File: src/hw/rtl/sprr_pkg.sv
// Shared types and constants of the sprite row run decoder.
`default_nettype none

package sprr_pkg;

  // Longest fully transparent row that is reported.
  localparam int unsigned MAX_WIDTH = 4096;

  localparam logic [15:0] EMPTY_MARK = 16'h8000;
  localparam logic [14:0] PAD_MAX    = 15'h7FFF;
  localparam logic [7:0]  SKIP_INDEX = 8'(256 - 4);

  // Opcode low nibbles
  localparam logic [3:0] NIB_END      = 4'hF;
  localparam logic [3:0] NIB_GDRAW    = 4'h2;
  localparam logic [3:0] NIB_GSKIP    = 4'h3;
  localparam logic [3:0] NIB_DRAW_CNT = 4'h6;
  localparam logic [3:0] NIB_FILL     = 4'h7;
  localparam logic [3:0] NIB_PFILL    = 4'hA;
  localparam logic [3:0] NIB_SHADOW   = 4'hB;
  localparam logic [3:0] NIB_EXT      = 4'hE;

  // Extended opcode high nibbles
  localparam logic [3:0] EXT_KEY1_A = 4'h4;
  localparam logic [3:0] EXT_KEY1_B = 4'h6;
  localparam logic [3:0] EXT_RUN_A  = 4'h5;
  localparam logic [3:0] EXT_RUN_B  = 4'h7;

  typedef enum logic [2:0] {
    PH_IDLE,
    PH_OPCODE,
    PH_COUNT,
    PH_GREATER_LOW,
    PH_PIXELS,
    PH_COLOR
  } phase_e;

  typedef enum logic [1:0] {
    CL_DRAW,
    CL_SKIP,
    CL_FILL
  } cmd_class_e;

  typedef enum logic [2:0] {
    OP_NONE,
    OP_END,
    OP_COUNT,     // count known from the opcode itself
    OP_TO_COUNT,  // count follows in the next byte
    OP_GREATER,   // count high part in the opcode, low byte follows
    OP_KEY1       // single skip-index pixel
  } op_kind_e;

  typedef struct packed {
    phase_e      phase;
    logic [11:0] pending;
    cmd_class_e  cls;
    logic [14:0] saved_rp;
    logic [11:0] count_high;
  } dec_state_t;

  typedef struct packed {
    logic        valid;
    logic [7:0]  pixel_index;
    logic        is_color_key;
    logic [14:0] run_length;
    logic        row_last;
  } run_t;

endpackage

`default_nettype wire

File: src/hw/rtl/sprr_step.sv
// Combinational decode of one item: next decoder state and optional run.
`default_nettype none

module sprr_step
  import sprr_pkg::*;
(
  input  dec_state_t  st_i,
  input  logic [12:0] row_width_i,
  input  logic        row_start_i,
  input  logic [7:0]  cmd_byte_i,
  input  logic [15:0] left_pad_i,
  input  logic [15:0] right_pad_i,
  output dec_state_t  st_next_o,
  output run_t        run_o
);

  logic [3:0]  lo;
  logic [3:0]  hi;
  op_kind_e    op_kind;
  cmd_class_e  op_cls;
  logic [11:0] op_n;

  logic        use_now;
  logic [11:0] use_n;
  cmd_class_e  use_cls;

  logic        empty_row;
  logic [14:0] lp_sat;
  logic [14:0] rp_sat;
  logic [14:0] width_run;
  logic [15:0] max_w;

  assign lo = cmd_byte_i[3:0];
  assign hi = cmd_byte_i[7:4];

  assign empty_row = (left_pad_i == EMPTY_MARK) || (right_pad_i == EMPTY_MARK);
  assign lp_sat    = left_pad_i[15]  ? PAD_MAX : left_pad_i[14:0];
  assign rp_sat    = right_pad_i[15] ? PAD_MAX : right_pad_i[14:0];
  assign max_w     = 16'(MAX_WIDTH);
  assign width_run = ({3'b000, row_width_i} > max_w) ? max_w[14:0]
                                                     : {2'b00, row_width_i};

  // opcode classification
  always_comb begin
    op_kind = OP_NONE;
    op_cls  = CL_SKIP;
    op_n    = '0;
    if (lo == NIB_END) begin
      op_kind = OP_END;
    end else if (cmd_byte_i[1:0] == 2'b00) begin
      op_kind = OP_COUNT;
      op_cls  = CL_DRAW;
      op_n    = {6'b0, cmd_byte_i[7:2]};
    end else if (cmd_byte_i[1:0] == 2'b01) begin
      op_cls  = CL_SKIP;
      op_n    = {6'b0, cmd_byte_i[7:2]};
      op_kind = (cmd_byte_i[7:2] != 6'd0) ? OP_COUNT : OP_TO_COUNT;
    end else begin
      case (lo) inside
        NIB_GDRAW, NIB_GSKIP: begin
          op_kind = OP_GREATER;
          op_cls  = (lo == NIB_GDRAW) ? CL_DRAW : CL_SKIP;
        end
        NIB_DRAW_CNT, NIB_FILL, NIB_PFILL, NIB_SHADOW: begin
          op_cls  = (lo == NIB_DRAW_CNT) ? CL_DRAW : CL_FILL;
          op_n    = {8'b0, hi};
          op_kind = (hi != 4'd0) ? OP_COUNT : OP_TO_COUNT;
        end
        NIB_EXT: begin
          if (hi == EXT_KEY1_A || hi == EXT_KEY1_B) begin
            op_kind = OP_KEY1;
          end else if (hi == EXT_RUN_A || hi == EXT_RUN_B) begin
            op_kind = OP_TO_COUNT;
            op_cls  = CL_SKIP;
          end
        end
        default: op_kind = OP_NONE;
      endcase
    end
  end

  // a count is complete this item
  always_comb begin
    use_now = 1'b0;
    use_n   = '0;
    use_cls = st_i.cls;
    unique case (st_i.phase)
      PH_OPCODE: begin
        use_now = (op_kind == OP_COUNT);
        use_n   = op_n;
        use_cls = op_cls;
      end
      PH_COUNT: begin
        use_now = 1'b1;
        use_n   = {4'b0, cmd_byte_i};
      end
      PH_GREATER_LOW: begin
        use_now = 1'b1;
        use_n   = st_i.count_high + {4'b0, cmd_byte_i};
      end
      default: use_now = 1'b0;
    endcase
  end

  // next state
  always_comb begin
    st_next_o = st_i;
    if (row_start_i) begin
      if (empty_row) begin
        st_next_o.phase = PH_IDLE;
      end else begin
        st_next_o.saved_rp = rp_sat;
        st_next_o.pending  = '0;
        st_next_o.phase    = PH_OPCODE;
      end
    end else begin
      unique case (st_i.phase)
        PH_OPCODE, PH_COUNT, PH_GREATER_LOW: begin
          if (st_i.phase == PH_OPCODE) begin
            case (op_kind)
              OP_END:      st_next_o.phase = PH_IDLE;
              OP_TO_COUNT: begin
                st_next_o.cls   = op_cls;
                st_next_o.phase = PH_COUNT;
              end
              OP_GREATER: begin
                st_next_o.cls        = op_cls;
                st_next_o.count_high = {hi, 8'h00};
                st_next_o.phase      = PH_GREATER_LOW;
              end
              default: st_next_o.cls = st_i.cls;
            endcase
          end
          if (use_now) begin
            st_next_o.cls = use_cls;
            unique case (use_cls)
              CL_DRAW: begin
                if (use_n != 12'd0) begin
                  st_next_o.pending = use_n;
                  st_next_o.phase   = PH_PIXELS;
                end else begin
                  st_next_o.phase = PH_OPCODE;
                end
              end
              CL_FILL: begin
                st_next_o.pending = use_n;
                st_next_o.phase   = PH_COLOR;
              end
              default: st_next_o.phase = PH_OPCODE;
            endcase
          end
        end
        PH_PIXELS: begin
          if (st_i.pending <= 12'd1) begin
            st_next_o.pending = '0;
            st_next_o.phase   = PH_OPCODE;
          end else begin
            st_next_o.pending = st_i.pending - 12'd1;
          end
        end
        PH_COLOR: st_next_o.phase = PH_OPCODE;
        default:  st_next_o.phase = PH_IDLE;
      endcase
    end
  end

  // result run
  always_comb begin
    run_o = '0;
    if (row_start_i) begin
      if (empty_row) begin
        run_o.valid        = 1'b1;
        run_o.is_color_key = 1'b1;
        run_o.run_length   = width_run;
        run_o.row_last     = 1'b1;
      end else if (lp_sat != 15'd0) begin
        run_o.valid        = 1'b1;
        run_o.is_color_key = 1'b1;
        run_o.run_length   = lp_sat;
      end
    end else begin
      unique case (st_i.phase)
        PH_OPCODE, PH_COUNT, PH_GREATER_LOW: begin
          if (st_i.phase == PH_OPCODE && op_kind == OP_END) begin
            run_o.valid        = 1'b1;
            run_o.is_color_key = 1'b1;
            run_o.run_length   = st_i.saved_rp;
            run_o.row_last     = 1'b1;
          end else if (st_i.phase == PH_OPCODE && op_kind == OP_KEY1) begin
            run_o.valid       = 1'b1;
            run_o.pixel_index = SKIP_INDEX;
            run_o.run_length  = 15'd1;
          end else if (use_now && use_cls != CL_DRAW && use_cls != CL_FILL &&
                       use_n != 12'd0) begin
            run_o.valid       = 1'b1;
            run_o.pixel_index = SKIP_INDEX;
            run_o.run_length  = {3'b000, use_n};
          end
        end
        PH_PIXELS: begin
          run_o.valid       = 1'b1;
          run_o.pixel_index = cmd_byte_i;
          run_o.run_length  = 15'd1;
        end
        PH_COLOR: begin
          run_o.valid       = (st_i.pending != 12'd0);
          run_o.pixel_index = cmd_byte_i;
          run_o.run_length  = {3'b000, st_i.pending};
        end
        default: run_o = '0;
      endcase
    end
  end

endmodule

`default_nettype wire

File: src/hw/rtl/sprite_row_rle_decoder.sv
// Top level of the sprite row run decoder: stream ports, pipeline registers.
//
// Use: each slave transaction carries either a row start (tuser = 1, with
// left and right padding in tdata) or one command byte of the current row
// (tuser = 0). Each master transaction is one pixel run: a palette index,
// a length, tuser set for key-color padding runs and tlast on a row's final
// run. A transaction that yields no run (counts, opcodes, dropped bytes)
// produces nothing on the master side.
// Config: row_width is written over cfg_valid_i/cfg_ready_o; the user must write it only while the block
// is idle, which the block itself does not enforce; cfg_ready_o is always high.
// Path: a transaction passes the input register, then its run the result register, before the run
// appears on the master side.
// Throughput: 1 transaction per cycle while the master side takes runs; the decoder state is updated in a
// single pass between the input and result registers.
// Stall: when the result register holds an untaken run and m_axis_tready_i
// is low, the input register still takes one more transaction if it is empty; after that
// s_axis_tready_o drops until the run is taken.
// Reset: rst_ni clears both pipeline stages, no row is active and row_width
// returns to 1.
`default_nettype none

module sprite_row_rle_decoder
  import sprr_pkg::*;
(
  input  logic        clk_i,
  input  logic        rst_ni,
  // slave stream
  input  logic        s_axis_tvalid_i,
  output logic        s_axis_tready_o,
  input  logic [39:0] s_axis_tdata_i,   // cmd_byte[7:0], left_pad[23:8], right_pad[39:24]
  input  logic        s_axis_tuser_i,   // row_start
  // master stream
  output logic        m_axis_tvalid_o,
  input  logic        m_axis_tready_i,
  output logic [23:0] m_axis_tdata_o,   // pixel_index[7:0], run_length[22:8], zero[23]
  output logic        m_axis_tuser_o,   // is_color_key
  output logic        m_axis_tlast_o,   // row_last
  // configuration write
  input  logic        cfg_valid_i,
  output logic        cfg_ready_o,
  input  logic [12:0] cfg_data_i        // row_width
);

  logic        in_valid_q;
  logic        in_start_q;
  logic [39:0] in_data_q;

  dec_state_t  state_q;
  dec_state_t  state_d;
  run_t        run;

  logic        out_valid_q;
  logic [7:0]  out_index_q;
  logic [14:0] out_len_q;
  logic        out_key_q;
  logic        out_last_q;

  logic [12:0] row_width_q;

  logic        advance;
  logic        consume;

  // result stage can move when its register is empty or being drained
  assign advance         = !out_valid_q || m_axis_tready_i;
  assign consume         = in_valid_q && advance;
  assign s_axis_tready_o = !in_valid_q || advance;
  assign cfg_ready_o     = 1'b1;

  always_ff @(posedge clk_i or negedge rst_ni) begin
    if (!rst_ni) begin
      row_width_q <= 13'd1;
    end else if (cfg_valid_i) begin
      row_width_q <= cfg_data_i;
    end
  end

  // input register
  always_ff @(posedge clk_i or negedge rst_ni) begin
    if (!rst_ni) begin
      in_valid_q <= 1'b0;
    end else if (s_axis_tready_o) begin
      in_valid_q <= s_axis_tvalid_i;
    end
  end

  always_ff @(posedge clk_i) begin
    if (s_axis_tready_o && s_axis_tvalid_i) begin
      in_start_q <= s_axis_tuser_i;
      in_data_q  <= s_axis_tdata_i;
    end
  end

  sprr_step u_step (
    .st_i        (state_q),
    .row_width_i (row_width_q),
    .row_start_i (in_start_q),
    .cmd_byte_i  (in_data_q[7:0]),
    .left_pad_i  (in_data_q[23:8]),
    .right_pad_i (in_data_q[39:24]),
    .st_next_o   (state_d),
    .run_o       (run)
  );

  // decoder state advances once per consumed transaction
  always_ff @(posedge clk_i or negedge rst_ni) begin
    if (!rst_ni) begin
      state_q <= '{phase: PH_IDLE, pending: '0, cls: CL_DRAW,
                   saved_rp: '0, count_high: '0};
    end else if (consume) begin
      state_q <= state_d;
    end
  end

  // result register
  always_ff @(posedge clk_i or negedge rst_ni) begin
    if (!rst_ni) begin
      out_valid_q <= 1'b0;
    end else if (advance) begin
      out_valid_q <= consume && run.valid;
    end
  end

  always_ff @(posedge clk_i) begin
    if (consume && run.valid) begin
      out_index_q <= run.pixel_index;
      out_len_q   <= run.run_length;
      out_key_q   <= run.is_color_key;
      out_last_q  <= run.row_last;
    end
  end

  assign m_axis_tvalid_o = out_valid_q;
  assign m_axis_tdata_o  = {1'b0, out_len_q, out_index_q};
  assign m_axis_tuser_o  = out_key_q;
  assign m_axis_tlast_o  = out_last_q;

`ifndef SYNTH
  // the final run of a row is always key-color padding
  assert property (@(posedge clk_i) disable iff (!rst_ni)
    m_axis_tvalid_o && m_axis_tlast_o |-> m_axis_tuser_o)
    else $error("row end run without key flag");

  // key runs carry index zero
  assert property (@(posedge clk_i) disable iff (!rst_ni)
    m_axis_tvalid_o && m_axis_tuser_o |-> (m_axis_tdata_o[7:0] == 8'd0))
    else $error("key run with nonzero index");

  // only the row end run may be empty
  assert property (@(posedge clk_i) disable iff (!rst_ni)
    m_axis_tvalid_o && !m_axis_tlast_o |-> (m_axis_tdata_o[22:8] != 15'd0))
    else $error("empty run that is not a row end");

  // a row end leaves no row active
  assert property (@(posedge clk_i) disable iff (!rst_ni)
    consume && run.valid && run.row_last |=> (state_q.phase == PH_IDLE))
    else $error("row still active after row end run");

  // a held input transaction is not overwritten
  assert property (@(posedge clk_i) disable iff (!rst_ni)
    in_valid_q && !advance |=> in_valid_q && $stable(in_data_q) && $stable(in_start_q))
    else $error("input register lost a transaction");
`endif

endmodule

`default_nettype wire
File: config.mk
export PLATFORM = sky130hd
export DESIGN_NAME = sprite_row_rle_decoder
export DESIGN_NICKNAME = d
export VERILOG_FILES = /design/src/hw/rtl/sprr_pkg.sv /design/src/hw/rtl/sprr_step.sv /design/src/hw/rtl/sprite_row_rle_decoder.sv
export SDC_FILE = /design/constraint.sdc
export NUM_CORES = 1
export LEC_CHECK = 0
export ABC_CLOCK_PERIOD_IN_PS = 8150
export BUFFER_PORTS_ARGS = -buffer_cell sky130_fd_sc_hd__buf_4
export CELL_PAD_IN_SITES_DETAIL_PLACEMENT = 1
export CELL_PAD_IN_SITES_GLOBAL_PLACEMENT = 1
export CORE_UTILIZATION = 48
export DETAILED_ROUTE_END_ITERATION = 8
export GPL_TIMING_DRIVEN = 1
export HOLD_SLACK_MARGIN = 0.03
export PLACE_DENSITY = 0.95
export SLEW_MARGIN = 25
export SYNTH_ARGS = -nofsm -noshare
export SYNTH_HDL_FRONTEND = slang
export SYNTH_SLANG_ARGS = --single-unit
File: constraint.sdc
create_clock -name clk_i -period 8.15 [get_ports clk_i]
set_clock_uncertainty 0.1 [all_clocks]
set_input_delay 0.815 -clock clk_i [delete_from_list [all_inputs] [get_ports clk_i]]
set_output_delay 0.815 -clock clk_i [all_outputs]
set_load 0.01 [all_outputs]
==> reports/summary.txt <==
Die H -> 111 um
met2 Usage GRT -> 54.1%
sw frac -> 36.9%
Clock Sink Count -> 117
Data required, critical path -> 8.18 ns
area of the core -> 11500 sq um
initial antenna violation count -> 0
final worst slack -> 4.23 ns
Slowest-stage cell, CP -> nor2_2
clock share of power -> 32.0%
RR Startpoint -> state_q[41]$_DFFE_PN0P_
Non-Filler Instances -> 753
ratio of cells with drive above 1 in the final layout -> 25.1%
pin count of the biggest net entering global routing -> 52
ranking of synthesized cells by area -> edfxtp_1 (35%), dfrtp_1 (22%), nor2_1 (5.4%)
Syn. warnings -> 0
Routed Antenna Nets -> 0
PortBufs -> 85
ant diodes -> 0
Rows -> 39
slew of the pin with the lowest slew margin -> 1.07 ns
CTS tree -> built
Crit. End Element -> flop
Hold Path Class -> primary input to async pin
initial DRC count -> 500
Synth Flop Type -> edfxtp_1
# DRC -> 8
Yosys top cell by area -> edfxtp_1
commonest cells in the netlist -> nor2_1 (82), edfxtp_1 (66), dfrtp_1 (50), a21oi_1 (32), nand2_1 (32)
Synth top area share -> 34.7%
routing usage on met1 -> 37.3%
sw power -> 0.871 mW
r2r worst-path depth -> 8
CTS buffer count -> 17
fin crit period -> 3.92 ns
Final Cycle Share -> 48.1%
VDD IR max -> 0.201 mV
clock buffer depth -> 2
worst hold margin -> 0.315 ns
startpoint types -> flop
RSZ-0062 raised after global routing -> no
Gate power share -> 29.5%
clock-pin slew of the registers on the worst-case setup and hold paths -> 0.06 ns
EDFF count, synth -> 66
Pleak -> 2.83 nW
synth unique cells -> 63
first-pass GRT wire length -> 29100 um
Clock Latency Late Sink -> 0.43 ns
drt pass-1 iters -> 7
Post-Synthesis Net Count -> 579
Reg-to-Reg End -> out_index_q[6]$_SDFFCE_PP0P_
starting density of the core -> 49.6%
CP Class -> flop to flop
f_max -> 255 MHz
result of the run -> finished, violations left
CTS Root Cell -> clkbuf_16
Seq cells post-synth -> 117
Routed WL per cell -> 24.9 um
routed vias -> 4884
mean post-synth cell area -> 11.0 sq um
Crit Path Max Fanout -> 16
# setup viols final -> 0
met3 Track Usage GR -> 10.1%
Mapped Area -> 5710 sq um
Worst EP arrival -> 3.95 ns
Post-synth ARST share -> 43.6%
Die Area -> 12300 sq um
chip width -> 111 um
Final nets -> 658
ordered list of cells on the worst path -> nor3b_2, nand2_1, o21ai_0, nor2_1, a21boi_1, nor4_1, nor2_2, buf_4
Syn-to-layout area delta -> 22.7%
sequential area share after synthesis -> 57.1%
Hold-fix buffers, CTS -> 0
vias in the first global route -> 5196
max incr delay on CP -> 0.86 ns
Power per Cell Area -> 337 nW/um^2
cts repair resizes -> 0
DP Worst Slack -> 4.37 ns
GP Congestion -> 0.972
DP Cell Count -> 721
reg2reg setup slack -> 4.23 ns
Seq pwr share -> 38.6%
MaxCap Viol Count -> 0
Slew headroom -> 28.5%
cell count after synthesis -> 518
remaining global-route overflow -> 0
Most Used Layer, Global Route -> met2
Tot GR Track Use -> 32.2%
Slew Limit Fails -> 0
Hold Fails Final Rpt -> 0
Ports -> 88
HPWL after DPL -> 13200 um
Setup Fix Bufs, Post-CTS -> 0
overall routed net length -> 18700 um
failing checks -> design-rule violations
most frequent cell after synthesis -> nor2_1
Via density -> 6.49
htree depth -> 4
internal power -> 1.49 mW
setup TNS -> 0 ns
-- flip-flops by register name (all words and copies together) (netlist names) --
signal           cells
out_len_q           15
in_start_q           1
in_data_q           40
m_axis_tuser_o       1
m_axis_tvalid_o      1
row_width_q         13
out_index_q          8
in_valid_q           1
m_axis_tlast_o       1
state_q             36
-- worst max-delay path: cells and delay by family (launching register included) --
kind / cells / cell delay [ns]
AO/OA/AOI/OAI: 2 / 0.86
flip-flops: 1 / 0.57
buffers and inverters: 1 / 0.34
AND/OR/NAND/NOR: 5 / 1.74
-- power groups by stage --
stage	registers [mW]	clock network, mW	logic, mW
CTS	0.903	0.764	0.684
global placement	0.897	0	0.643
detailed placement	0.909	0	0.674
floorplan	0.856	0	0.457
finish	0.910	0.755	0.695
global route	0.918	0.788	0.743
-- per-layer routing --
metal / part of all wire (%) / up-vias
li1: - / 2105
met1: 37 / 2426
met2: 50 / 288
met3: 8.5 / 65
met4: 4.1 / 0
met5: 0 / -
-- final cells by class --
cell class / instances / area (sq um)
fillers: 1221 / 4510
flip-flops and latches: 117 / 3260
multi-input cells: 362 / 2270
repair buffers: 89 / 668
clock buffers: 17 / 425
well taps: 143 / 179
clock inverters: 15 / 170
inverters: 10 / 37.5
-- layout by cell type, fill, tap and decap left out, types with 7 or more instances in the layout --
cell | Yosys | final
a21o_1 | 11 | 11
nand2b_1 | 7 | 7
inv_1 | 10 | 10
clkbuf_16 | 0 | 17
buf_4 | 3 | 89
mux2_2 | 22 | 22
nor2_1 | 82 | 81
a22oi_1 | 7 | 7
nor3_1 | 11 | 11
edfxtp_1 | 66 | 66
dfrtp_1 | 50 | 50
o2bb2ai_1 | 8 | 8
nand3_1 | 9 | 9
nor4_1 | 15 | 15
o21ai_0 | 29 | 29
nand2_1 | 32 | 32
a21oi_1 | 32 | 32
a221o_1 | 13 | 13
-- through the flow --
step | utilization [%] | area, sq um | power, mW
3_5_place_dp | 55.7 | 6410 | 1.58
6_report | 60.8 | 7010 | 2.36
4_1_cts | 60.8 | 7010 | 2.35
2_1_floorplan | - | 5710 | 1.31
5_1_grt | 60.8 | 7010 | 2.45
3_3_place_gp | 55.7 | 6410 | 1.54
-- how the worst max path moves through the flow --
stage	start	cells past startpoint	slack [ns]	end
floorplan	state_q[43]$_DFFE_PN0P_	8	4.77	m_axis_tlast_o$_DFFE_PP_
global placement	state_q[41]$_DFFE_PN0P_	8	4.56	m_axis_tlast_o$_DFFE_PP_
detailed placement	state_q[41]$_DFFE_PN0P_	8	4.37	out_index_q[7]$_SDFFCE_PP0P_
CTS	state_q[41]$_DFFE_PN0P_	8	4.36	out_index_q[7]$_SDFFCE_PP0P_
global route	state_q[41]$_DFFE_PN0P_	8	4.03	out_index_q[5]$_SDFFCE_PP0P_
finish	state_q[41]$_DFFE_PN0P_	8	4.23	out_index_q[6]$_SDFFCE_PP0P_
-- logic make-up (layout without fill, tap and decap cells) --
| kind of cell | after synthesis | count (layout) | synth area share [%] |
|---|---|---|---|
| simple gates | 194 | 194 | 16.6 |
| compound gates | 135 | 135 | 16.8 |
| flops | 117 | 117 | 57.1 |
| buf+inv | 39 | 131 | 3.29 |
| mux | 26 | 26 | 5.13 |
| xor+xnor | 3 | 3 | 0.460 |
| fa+ha+maj | 2 | 2 | 0.438 |
| other cells | 2 | 2 | 0.132 |
(Power assumes the default switching activity.)
